$ cat config.mk
export PLATFORM = sky130hd
export DESIGN_NAME = magic_frame_deframer_crc16_core
export DESIGN_NICKNAME = d
export VERILOG_FILES = /design/src/hdl/mfdcrc16_pkg.sv /design/src/hdl/magic_frame_deframer_crc16_core.sv /design/src/hdl/mfdcrc16_crc_byte.sv
export VERILOG_INCLUDE_DIRS = /design/src /design/src/hdl
export SDC_FILE = /design/constraint.sdc
export NUM_CORES = 1
export LEC_CHECK = 0
export BUFFER_PORTS_ARGS = -buffer_cell sky130_fd_sc_hd__buf_2
export CAP_MARGIN = 20
export CORE_ASPECT_RATIO = 0.7
export CORE_MARGIN = 1.5
export CORE_UTILIZATION = 60
export DETAILED_ROUTE_END_ITERATION = 8
export MAX_ROUTING_LAYER = met4
export PLACE_DENSITY = 0.81
export RECOVER_POWER = 100
export SLEW_MARGIN = 5
export SYNTH_ARGS = -nofsm -noshare
export SYNTH_HDL_FRONTEND = slang
export SYNTH_SLANG_ARGS = --single-unit
$ cat constraint.sdc
create_clock -name clk -period 10.9 [get_ports clk]
set_input_delay 0.545 -clock clk [delete_from_list [all_inputs] [get_ports clk]]
set_output_delay 0.545 -clock clk [all_outputs]
set_load 0.03 [all_outputs]
$ cat src/hdl/magic_frame_deframer_crc16_core_defines.svh
// ----------------------------------------------------------------------------
// magic frame deframer assertion macros
// shared property templates for the deframer's concurrent checks
// ----------------------------------------------------------------------------
`ifndef MAGIC_FRAME_DEFRAMER_CRC16_CORE_DEFINES_SVH
`define MAGIC_FRAME_DEFRAMER_CRC16_CORE_DEFINES_SVH

// same-cycle implication, disabled while reset is low
`define MFD_ASSERT_SAME(label, clk, rst_n, ante, cons) \
  label: assert property (@(posedge clk) disable iff (!rst_n) (ante) |-> (cons)) \
    else $error("deframer check failed");

// next-cycle implication, disabled while reset is low
`define MFD_ASSERT_NEXT(label, clk, rst_n, ante, cons) \
  label: assert property (@(posedge clk) disable iff (!rst_n) (ante) |=> (cons)) \
    else $error("deframer check failed");

`endif

$ cat src/hdl/mfdcrc16_pkg.sv
// ----------------------------------------------------------------------------
// mfdcrc16_pkg
// types and constants shared by the deframer and its crc unit
// ----------------------------------------------------------------------------
`default_nettype none

package mfdcrc16_pkg;

  typedef enum logic [3:0] {
    PH_IDLE    = 4'd0,
    PH_MAGIC1  = 4'd1,
    PH_MAGIC2  = 4'd2,
    PH_TYPE    = 4'd3,
    PH_CMD     = 4'd4,
    PH_LEN     = 4'd5,
    PH_PAYLOAD = 4'd6,
    PH_CRC_HI  = 4'd7,
    PH_CRC_LO  = 4'd8,
    PH_DONE    = 4'd9
  } phase_t;

  typedef logic [7:0]  byte_t;
  typedef logic [15:0] crc_t;
  typedef logic [1:0]  status_t;

  localparam status_t ST_OK        = 2'd0;
  localparam status_t ST_BAD_MAGIC = 2'd1;
  localparam status_t ST_CRC_ERR   = 2'd2;

  localparam logic KIND_PAYLOAD = 1'b0;
  localparam logic KIND_VERDICT = 1'b1;

  localparam byte_t MAGIC_0 = 8'h4C;  // 'L'
  localparam byte_t MAGIC_1 = 8'h45;  // 'E'
  localparam byte_t MAGIC_2 = 8'h44;  // 'D'

  localparam crc_t CRC_POLY = 16'h1021;
  localparam crc_t CRC_INIT = 16'hFFFF;

endpackage

`default_nettype wire

$ cat src/hdl/magic_frame_deframer_crc16_core.sv
// ----------------------------------------------------------------------------
// magic_frame_deframer_crc16_core
// deframer for 'LED' framed byte streams with crc-16/ccitt-false check
// ----------------------------------------------------------------------------
// usage
//   input channel: one received byte per word, in_buffer_start marks the
//   first byte of a buffer; a start in mid-frame drops the old frame quietly
//   result channel: a payload word per payload byte as it arrives, and one
//   verdict word (out_last_of_frame set) at the end of each frame carrying
//   status (ok, bad magic, crc mismatch), with type, command and length
//   filled in only after a crc check (zero on bad magic)
//   a byte is loaded into the input register, and its result into the
//   result register when the byte moves on; throughput one byte per cycle
//   unless the result side stalls; the byte-wide crc update lies in between
//   a byte that yields no result never waits on the result side; a byte that
//   yields one waits in the input register while the result register is
//   full and stalled, and in_stall then holds back further bytes
//   reset clears the handshake and frame state; the block is idle and
//   ignores bytes until the first buffer start
// ----------------------------------------------------------------------------
`default_nettype none

module magic_frame_deframer_crc16_core (
  input  wire        clk,
  input  wire        rst_n,
  // byte input
  input  wire        in_valid,
  output logic       in_stall,
  input  wire  [7:0] in_rx_byte,
  input  wire        in_buffer_start,
  // results
  output logic       out_valid,
  input  wire        out_stall,
  output logic       out_kind,
  output logic [7:0] out_payload_byte,
  output logic [7:0] out_payload_index,
  output logic [7:0] out_packet_type,
  output logic [7:0] out_command_code,
  output logic [7:0] out_payload_length,
  output logic [1:0] out_status,
  output logic       out_last_of_frame
);

`include "magic_frame_deframer_crc16_core_defines.svh"

  // input register
  logic                  in_vld_r;
  mfdcrc16_pkg::byte_t   in_byte_r;
  logic                  in_start_r;

  // frame state
  mfdcrc16_pkg::phase_t  phase_r, phase_nxt;
  mfdcrc16_pkg::byte_t   frame_type_r, frame_type_nxt;
  mfdcrc16_pkg::byte_t   frame_cmd_r, frame_cmd_nxt;
  mfdcrc16_pkg::byte_t   decl_len_r, decl_len_nxt;
  mfdcrc16_pkg::byte_t   byte_cnt_r, byte_cnt_nxt;
  mfdcrc16_pkg::crc_t    crc_r, crc_nxt;
  mfdcrc16_pkg::byte_t   crc_hi_r, crc_hi_nxt;
  mfdcrc16_pkg::crc_t    crc_upd;

  // decoded result of the current byte
  logic                  has_res;
  logic                  res_verdict;
  logic                  res_fields;
  mfdcrc16_pkg::status_t res_status;
  logic                  fire;
  logic                  in_accept;

  // result register
  logic                  out_valid_r;
  logic                  out_kind_r, out_kind_nxt;
  mfdcrc16_pkg::byte_t   out_pbyte_r, out_pbyte_nxt;
  mfdcrc16_pkg::byte_t   out_pidx_r, out_pidx_nxt;
  mfdcrc16_pkg::byte_t   out_type_r, out_type_nxt;
  mfdcrc16_pkg::byte_t   out_cmd_r, out_cmd_nxt;
  mfdcrc16_pkg::byte_t   out_len_r, out_len_nxt;
  mfdcrc16_pkg::status_t out_status_r, out_status_nxt;
  logic                  out_last_r, out_last_nxt;

  // crc of the running value with the byte held in the input register
  mfdcrc16_crc_byte u_crc (
    .crc_in  (crc_r),
    .data_in (in_byte_r),
    .crc_out (crc_upd)
  );

  // the held byte moves on unless it has a result and the result slot is busy
  assign fire      = in_vld_r && (!has_res || !out_valid_r || !out_stall);
  assign in_stall  = in_vld_r && !fire;
  assign in_accept = in_valid && !in_stall;

  always_ff @(posedge clk) begin
    if (!rst_n) begin
      in_vld_r <= 1'b0;
    end else if (in_accept) begin
      in_vld_r <= 1'b1;
    end else if (fire) begin
      in_vld_r <= 1'b0;
    end
  end

  always_ff @(posedge clk) begin
    if (in_accept) begin
      in_byte_r  <= in_rx_byte;
      in_start_r <= in_buffer_start;
    end
  end

  // next frame state and result decode
  always_comb begin
    phase_nxt      = phase_r;
    frame_type_nxt = frame_type_r;
    frame_cmd_nxt  = frame_cmd_r;
    decl_len_nxt   = decl_len_r;
    byte_cnt_nxt   = byte_cnt_r;
    crc_nxt        = crc_r;
    crc_hi_nxt     = crc_hi_r;
    has_res        = 1'b0;
    res_verdict    = 1'b0;
    res_fields     = 1'b0;
    res_status     = mfdcrc16_pkg::ST_OK;
    if (in_start_r) begin
      // buffer start: fresh frame, this byte must be the first magic byte
      phase_nxt      = mfdcrc16_pkg::PH_MAGIC1;
      frame_type_nxt = '0;
      frame_cmd_nxt  = '0;
      decl_len_nxt   = '0;
      byte_cnt_nxt   = '0;
      crc_nxt        = mfdcrc16_pkg::CRC_INIT;
      crc_hi_nxt     = '0;
      if (in_byte_r != mfdcrc16_pkg::MAGIC_0) begin
        phase_nxt   = mfdcrc16_pkg::PH_DONE;
        has_res     = 1'b1;
        res_verdict = 1'b1;
        res_status  = mfdcrc16_pkg::ST_BAD_MAGIC;
      end
    end else begin
      case (phase_r)
        mfdcrc16_pkg::PH_MAGIC1: begin
          phase_nxt = mfdcrc16_pkg::PH_MAGIC2;
          if (in_byte_r != mfdcrc16_pkg::MAGIC_1) begin
            phase_nxt   = mfdcrc16_pkg::PH_DONE;
            has_res     = 1'b1;
            res_verdict = 1'b1;
            res_status  = mfdcrc16_pkg::ST_BAD_MAGIC;
          end
        end
        mfdcrc16_pkg::PH_MAGIC2: begin
          phase_nxt = mfdcrc16_pkg::PH_TYPE;
          if (in_byte_r != mfdcrc16_pkg::MAGIC_2) begin
            phase_nxt   = mfdcrc16_pkg::PH_DONE;
            has_res     = 1'b1;
            res_verdict = 1'b1;
            res_status  = mfdcrc16_pkg::ST_BAD_MAGIC;
          end
        end
        mfdcrc16_pkg::PH_TYPE: begin
          frame_type_nxt = in_byte_r;
          crc_nxt        = crc_upd;
          phase_nxt      = mfdcrc16_pkg::PH_CMD;
        end
        mfdcrc16_pkg::PH_CMD: begin
          frame_cmd_nxt = in_byte_r;
          crc_nxt       = crc_upd;
          phase_nxt     = mfdcrc16_pkg::PH_LEN;
        end
        mfdcrc16_pkg::PH_LEN: begin
          decl_len_nxt = in_byte_r;
          byte_cnt_nxt = '0;
          crc_nxt      = crc_upd;
          // zero length goes straight to the crc
          phase_nxt    = (in_byte_r == '0) ? mfdcrc16_pkg::PH_CRC_HI
                                           : mfdcrc16_pkg::PH_PAYLOAD;
        end
        mfdcrc16_pkg::PH_PAYLOAD: begin
          crc_nxt      = crc_upd;
          byte_cnt_nxt = byte_cnt_r + 8'd1;
          has_res      = 1'b1;
          if (byte_cnt_nxt == decl_len_r) begin
            phase_nxt = mfdcrc16_pkg::PH_CRC_HI;
          end
        end
        mfdcrc16_pkg::PH_CRC_HI: begin
          crc_hi_nxt = in_byte_r;
          phase_nxt  = mfdcrc16_pkg::PH_CRC_LO;
        end
        mfdcrc16_pkg::PH_CRC_LO: begin
          phase_nxt   = mfdcrc16_pkg::PH_DONE;
          has_res     = 1'b1;
          res_verdict = 1'b1;
          res_fields  = 1'b1;
          res_status  = ({crc_hi_r, in_byte_r} == crc_r) ? mfdcrc16_pkg::ST_OK
                                                         : mfdcrc16_pkg::ST_CRC_ERR;
        end
        default: begin
          // idle before any start, or trailing bytes after the crc
          phase_nxt = phase_r;
        end
      endcase
    end
  end

  // result word contents
  always_comb begin
    out_kind_nxt   = res_verdict ? mfdcrc16_pkg::KIND_VERDICT : mfdcrc16_pkg::KIND_PAYLOAD;
    out_pbyte_nxt  = res_verdict ? '0 : in_byte_r;
    out_pidx_nxt   = res_verdict ? '0 : byte_cnt_r;
    out_type_nxt   = res_fields ? frame_type_r : '0;
    out_cmd_nxt    = res_fields ? frame_cmd_r : '0;
    out_len_nxt    = res_fields ? decl_len_r : '0;
    out_status_nxt = res_verdict ? res_status : mfdcrc16_pkg::ST_OK;
    out_last_nxt   = res_verdict;
  end

  // frame state advances only when the held byte moves on
  always_ff @(posedge clk) begin
    if (!rst_n) begin
      phase_r      <= mfdcrc16_pkg::PH_IDLE;
      frame_type_r <= '0;
      frame_cmd_r  <= '0;
      decl_len_r   <= '0;
      byte_cnt_r   <= '0;
      crc_r        <= mfdcrc16_pkg::CRC_INIT;
      crc_hi_r     <= '0;
    end else if (fire) begin
      phase_r      <= phase_nxt;
      frame_type_r <= frame_type_nxt;
      frame_cmd_r  <= frame_cmd_nxt;
      decl_len_r   <= decl_len_nxt;
      byte_cnt_r   <= byte_cnt_nxt;
      crc_r        <= crc_nxt;
      crc_hi_r     <= crc_hi_nxt;
    end
  end

  // result register: filled on a firing byte with a result, emptied when taken
  always_ff @(posedge clk) begin
    if (!rst_n) begin
      out_valid_r <= 1'b0;
    end else if (fire && has_res) begin
      out_valid_r <= 1'b1;
    end else if (!out_stall) begin
      out_valid_r <= 1'b0;
    end
  end

  always_ff @(posedge clk) begin
    if (fire && has_res) begin
      out_kind_r   <= out_kind_nxt;
      out_pbyte_r  <= out_pbyte_nxt;
      out_pidx_r   <= out_pidx_nxt;
      out_type_r   <= out_type_nxt;
      out_cmd_r    <= out_cmd_nxt;
      out_len_r    <= out_len_nxt;
      out_status_r <= out_status_nxt;
      out_last_r   <= out_last_nxt;
    end
  end

  assign out_valid          = out_valid_r;
  assign out_kind           = out_kind_r;
  assign out_payload_byte   = out_pbyte_r;
  assign out_payload_index  = out_pidx_r;
  assign out_packet_type    = out_type_r;
  assign out_command_code   = out_cmd_r;
  assign out_payload_length = out_len_r;
  assign out_status         = out_status_r;
  assign out_last_of_frame  = out_last_r;

  // a result is never written over one that is still waiting
  `MFD_ASSERT_SAME(a_no_overwrite, clk, rst_n, fire && has_res, !out_valid_r || !out_stall)
  // a firing byte with a result shows up in the result register next cycle
  `MFD_ASSERT_NEXT(a_result_lands, clk, rst_n, fire && has_res, out_valid_r)
  // while in the payload the count has not yet reached the declared length
  `MFD_ASSERT_SAME(a_payload_count, clk, rst_n, phase_r == mfdcrc16_pkg::PH_PAYLOAD,
                   byte_cnt_r != decl_len_r)

endmodule

`default_nettype wire

$ cat src/hdl/mfdcrc16_crc_byte.sv
// ----------------------------------------------------------------------------
// mfdcrc16_crc_byte
// byte-wide crc-16 update, msb first, unrolled over the eight data bits
// ----------------------------------------------------------------------------
`default_nettype none

module mfdcrc16_crc_byte (
  input  wire mfdcrc16_pkg::crc_t  crc_in,
  input  wire mfdcrc16_pkg::byte_t data_in,
  output mfdcrc16_pkg::crc_t       crc_out
);

  always_comb begin
    mfdcrc16_pkg::crc_t c;
    c = crc_in;
    for (int i = 7; i >= 0; i--) begin
      if (data_in[i] != c[15]) begin
        c = {c[14:0], 1'b0} ^ mfdcrc16_pkg::CRC_POLY;
      end else begin
        c = {c[14:0], 1'b0};
      end
    end
    crc_out = c;
  end

endmodule

`default_nettype wire
==> metrics, run 1 <==
status finished, violations left; slowest CP cell clkbuf_1; hold_buf cts 0; Post-Synth Adder-Cell Area 0.00230; worst slack, placed 7.79 ns; Total GRT Usage 0.282; Max Clk Rate 206 MHz; first-pass GRT wire length about 19,000 um; worst-path cell chain and3b_1 > nand4b_1 > a221oi_1 > o311ai_4 > clkbuf_1 > nor2b_1 > clkbuf_1; final WL 12,200 um; YS warnings 0; DRT Pass-1 Iters 5; post-synth top area share 0.287; IO buf count 58; Max Slew Vio Count 33; Root Buffer clkbuf_16; most frequent cell after synthesis dfxtp_1; vias per cell 5.74; global route overflow 0; Seq cells post-synth 114; critical path class reg -> reg; vias in the first global route approximately 3,600; fin crit share 0.445; die span in y 82.7 um; initial antenna violation count 0; Logic pwr share 0.075; max_slew headroom -0.154; drt first-iter violations 297; CTS tree yes; Initial Utilization 0.632; CTS H-tree lvls 4; peak supply drop 0.125 mV; failing checks capacitance limit, slew limit; wire per inst 17.6 um; cell mode on critical path clkbuf_1; Primary FF master, synth dfxtp_1; crit-path leading delay family buffers and inverters; number of buffer and inverter stages on the critical path 2; Final Non-Filler Cells 692; Worst-Margin Slew 1.73 ns; Setup crit start kind register; Post-Syn Instances 506; Final Setup Violations 0; Psw 258 uW; count of nets after finishing 573; post-placement cell count 659; switching share of power 0.235; syn nets 520; Final Hold Vio Count 0; Crit. End Element register; CTS clk-pin slew, worst paths 0.06 ns; Post-Syn Area 0.00545 mm2; min Tclk post-route 4.85 ns; largest family of logic cells by synthesized area simple AND/OR/NAND/NOR gates; unrepaired setup endpoints after global routing no; critical path required time 10.91 ns; IO Pins 59; Die ar. 0.00967 mm2; clock tree buffer depth 2; clock power share 0.496; core region area 0.00862 mm2; share of total power in sequential cells 0.429; xor/xnor share of the synthesized area 0.0852; Power Density 176 mW/mm2; cell taking the most area after synthesis edfxtp_1; clk sinks 114; simple-gate share of the synthesized area 0.227; syn avg cell area ~11 um2; Layout Skew 0.0108 ns; synth cell count leaders dfxtp_1 (62), edfxtp_1 (52), nor2b_1 (48); # diodes 0; Int Power 841 uW; placed wire-length estimate approximately 8000 um; share of flip-flops with an asynchronous set or reset 0; Synth Area in Compound Gates 0.0774; worst hold path type in -> reg; placer's final routability congestion estimate 0.895; Setup TNS 0 ns; Synth-to-Final Area Change 14.7%; layout cells sized above 1 0.0769; synth unique cells 56; Chip Width roughly 120 um; row count 28; number of flops mapped to enable cells by yosys 52; DR DRC count 0; mux cell area share after synthesis 0.0643; final worst setup slack 6.05 ns; Antenna Nets Post-Route 0; cts repair resizes 0; Leak between 0.002 and 0.0025 uW; largest net degree at the start of global routing 72; MaxCap Viol Count 1; number of post-CTS setup repair buffers 0; sequential element share of the synthesized area 0.515; Critical Path Fanout Max 32; clock latency reported for the late side of the worst-skew pair around 0.42 ns; arrival time at the worst endpoint about 4.9 ns; critical path's largest stage delay 1.32 ns; dominant cells by area after synthesis edfxtp_1 (29%), dfxtp_1 (23%), mux2i_1 (6.4%); routed via count 3,970; TritonCTS Buffers 17
final cells by class:
type / instances / area (um2)
Clock buffer: 25 / 518
Clock inverter: 7 / 68.8
Fill cell: 650 / 2370
Inverter: 6 / 22.5
Multi-Input combinational cell: 358 / 2420
Sequential cell: 114 / 2800
Tap cell: 120 / 150
Timing Repair Buffer: 62 / 268
path summary, 6_finish.rpt:
path,from,end,slack (ns),cells past startpoint
max,in_byte_r[7]$_DFFE_PP_,out_packet_type[3]$_SDFFCE_PN0P_,6.05,7
min reg2reg,frame_type_r[1]$_SDFFE_PN0P_,frame_type_r[1]$_SDFFE_PN0P_,0.51,2
min,in_rx_byte[6],in_byte_r[6]$_DFFE_PP_,0.31,1
max reg2reg,in_byte_r[7]$_DFFE_PP_,out_packet_type[3]$_SDFFCE_PN0P_,6.05,7
sequential cells by signal, summed over array words and instances (netlist names):
name	count
out_command_code	8
out_packet_type	8
out_payload_length	8
in_vld_r	1
byte_cnt_r	8
crc_hi_r	8
out_status	2
out_valid	1
out_payload_byte	8
out_payload_index	8
out_kind	1
in_start_r	1
frame_cmd_r	8
decl_len_r	8
in_byte_r	8
phase_r	4
crc_r	16
frame_type_r	8
worst register-to-register path, stage by stage (launching register included):
cell	delay, ns
edfxtp_1	0.50
and3b_1	0.33
nand4b_1	0.18
a221oi_1	0.56
o311ai_4	0.15
clkbuf_1	0.35
nor2b_1	1.03
clkbuf_1	1.32
layout by cell type (no fill, tap or decap), drive strengths merged, types with 5 or more instances in the layout:
cell,n
clkbuf,77
dfxtp,62
edfxtp,52
nor2b,48
and2,41
xnor2,37
mux2i,35
nor2,32
nand2,30
nor3,19
o21ai,19
xor2,16
a21oi,15
buf,10
inv,8
o22ai,6
nand3,5
nand4,5
nor4,5
through the flow:
stage	area, um2	power, uW	hold slack [ns]	util
global placement	5770	563	0.490	0.670
finish	6250	1100	0.308	0.725
global route	6250	1130	0.308	0.725
CTS	6380	1110	0.298	0.740
floorplan	5450	543	0.463	-
detailed placement	5790	565	0.497	0.672
power groups by stage:
| stage | clock network, uW | logic, uW | registers [uW] |
|---|---|---|---|
| 2_1_floorplan | 0 | 56.0 | 487 |
| 3_3_place_gp | 0 | 83.0 | 480 |
| 3_5_place_dp | 0 | 84.6 | 480 |
| 4_1_cts | 548 | 85.3 | 472 |
| 5_1_grt | 566 | 89.0 | 473 |
| 6_report | 545 | 82.8 | 472 |
layer usage:
metal | vias up | track usage | wire length (um)
met3 | 24 | 0.0956 | 934
met2 | 172 | 0.406 | 5420
met5 | - | - | 0
met1 | 1910 | 0.369 | 5610
li1 | 1864 | - | -
met4 | 0 | 0.107 | 238
kinds of logic (layout without fill, tap and decap cells):
kind of cell / Yosys count / after routing
compound gates: 62 / 62
xor+xnor: 53 / 53
fa+ha+maj: 1 / 1
buf+inv: 34 / 100
flops: 114 / 114
mux: 35 / 35
simple gates: 207 / 207
Power figures use the tool's default switching activity.
==> run 2, diff against run 1 <==
CORE_UTILIZATION = 59   (was 60)
PLACE_DENSITY = 0.8   (was 0.81)
clock period = 4.6 ns   (was 10.9 ns; I/O delays follow)
==> metrics, run 2 (synthesis results as in run 1) <==
drt first-iter violations ~340; Synth-to-Final Area Change 18.1%; Final Hold Vio Count 0; TritonCTS Buffers 17; IO buf count a little under 60; # diodes 0; critical path required time slightly below 5 ns; placer's final routability congestion estimate ~0.89; Max Clk Rate 274 MHz; Largest register FFs 16; first-pass GRT wire length 20,400 um; fin crit share 0.792; Final Setup Violations 0; final worst setup slack ~0.95 ns; Antenna Nets Post-Route 0; worst slack, placed about 1.7 ns; wire per inst 17.5 um; most frequent cells in the layout dfxtp_1 (62), clkbuf_1 (52), edfxtp_1 (52), nor2b_1 (47), xnor2_1 (37); hold_buf cts 9; Critical Path Fanout Max 10; number of buffer and inverter stages on the critical path 1; final WL around 12,000 um; cts repair resizes 0; layout cells sized above 1 0.0861; worst-path cell chain nor4_1 > nand3b_2 > a221oi_1 > o311ai_4 > clkbuf_1 > or2_1 > nor3_1 > o21ai_0; largest net degree at the start of global routing 72; worst hold path type in -> reg; placed wire-length estimate 8100 um; Total GRT Usage 0.277; min Tclk post-route between 3 and 4 ns; Layout Skew approximately 0.0053 ns; DRT Pass-1 Iters 5; initial antenna violation count 0; post-placement cell count 664; clock tree buffer depth 2; commonest non-fill, non-tap cell in the layout dfxtp_1; global route overflow 0; Worst-Margin Slew between 1 and 1.5 ns; Max Slew Vio Count 0; Int Power 2170 uW; die span in y between 80 and 90 um; Initial Utilization 0.605; crit-path leading delay family simple AND/OR/NAND/NOR gates; CTS tree yes; MaxCap Viol Count 0; Chip Width 118 um; count of nets after finishing between 500 and 600; clock latency reported for the late side of the worst-skew pair 0.41 ns; Setup TNS 0 ns; Die ar. ~0.0098 mm2; critical path class reg -> reg; number of post-CTS setup repair buffers 0; arrival time at the worst endpoint 3.88 ns; row count 29; Root Buffer clkbuf_16; min-delay src in_valid; Leak 0.00216 uW; Final Non-Filler Cells 705; Psw 606 uW; worst setup path start in_byte_r[4]$_DFFE_PP_; routed via count 3,960; CTS clk-pin slew, worst paths 0.05 ns; share of total power in sequential cells 0.402; Power Density 432 mW/mm2; status finished, final reports clean; core region area 0.00900 mm2; Largest Register crc_r; fin util 0.715; Logic pwr share 0.074; vias per cell roughly 5.6; peak supply drop 0.263 mV; switching share of power 0.218; clk sinks 114; Setup crit start kind register; DR DRC count 0; unrepaired setup endpoints after global routing no; CTS H-tree lvls 4; Worst R2R Start in_byte_r[4]$_DFFE_PP_; clock power share 0.525; max_slew headroom 0.142; Crit. End Element register; slowest CP cell nor4_1; vias in the first global route 3,898; critical path's largest stage delay 0.64 ns; IO Pins 59
## run 2: layout make-up
type                    instances  area [um2]
clock inverters                11         209
well taps                     124         155
multi-input cells             358        2460
clock buffers                  21         440
repair buffers                 71         343
fillers                       687        2560
inverters                       6        22.5
flip-flops and latches        114        2800
## run 2: final timing paths
| path | to | slack [ns] | cells after the start |
|---|---|---|---|
| max | crc_r[15]$_SDFFE_PN1P_ | 0.95 | 8 |
| min | in_vld_r$_SDFFE_PN0P_ | 0.05 | 2 |
| min reg2reg | frame_type_r[3]$_SDFFE_PN0P_ | 0.51 | 2 |
| max reg2reg | crc_r[15]$_SDFFE_PN1P_ | 0.95 | 8 |
## run 2: per-layer routing
layer | global-route usage | vias to the layer above | part of all wire
met5 | - | - | 0
met4 | 0.0876 | 0 | 0.016
met3 | 0.0604 | 18 | 0.070
met2 | 0.419 | 153 | 0.47
met1 | 0.374 | 1896 | 0.44
li1 | - | 1893 | -
## run 2: power groups by stage
stage / Sequential (uW) / Clock, uW / Combinational, uW
finish: 1120 / 1460 / 204
global route: 1120 / 1510 / 220
CTS: 1120 / 1470 / 211
detailed placement: 1140 / 0 / 203
global placement: 1130 / 0 / 201
floorplan: 1150 / 0 / 133
## run 2: worst reg2reg max path, stage by stage, from the launching register on
cell and delay, ns:
edfxtp_1 0.52, nor4_1 0.64, nand3b_2 0.19, a221oi_1 0.52
o311ai_4 0.21, clkbuf_1 0.49, or2_1 0.55, nor3_1 0.25
o21ai_0 0.10
## run 2: metrics by stage
stage | hold WS, ns | power (uW) | instance area (um2)
after floorplan | 0.329 | 1290 | 5450
after global placement | 0.408 | 1340 | 5790
after detailed placement | 0.408 | 1340 | 5790
after CTS | 0.0426 | 2800 | 6530
after global routing | 0.0523 | 2850 | 6430
final | 0.0527 | 2780 | 6430
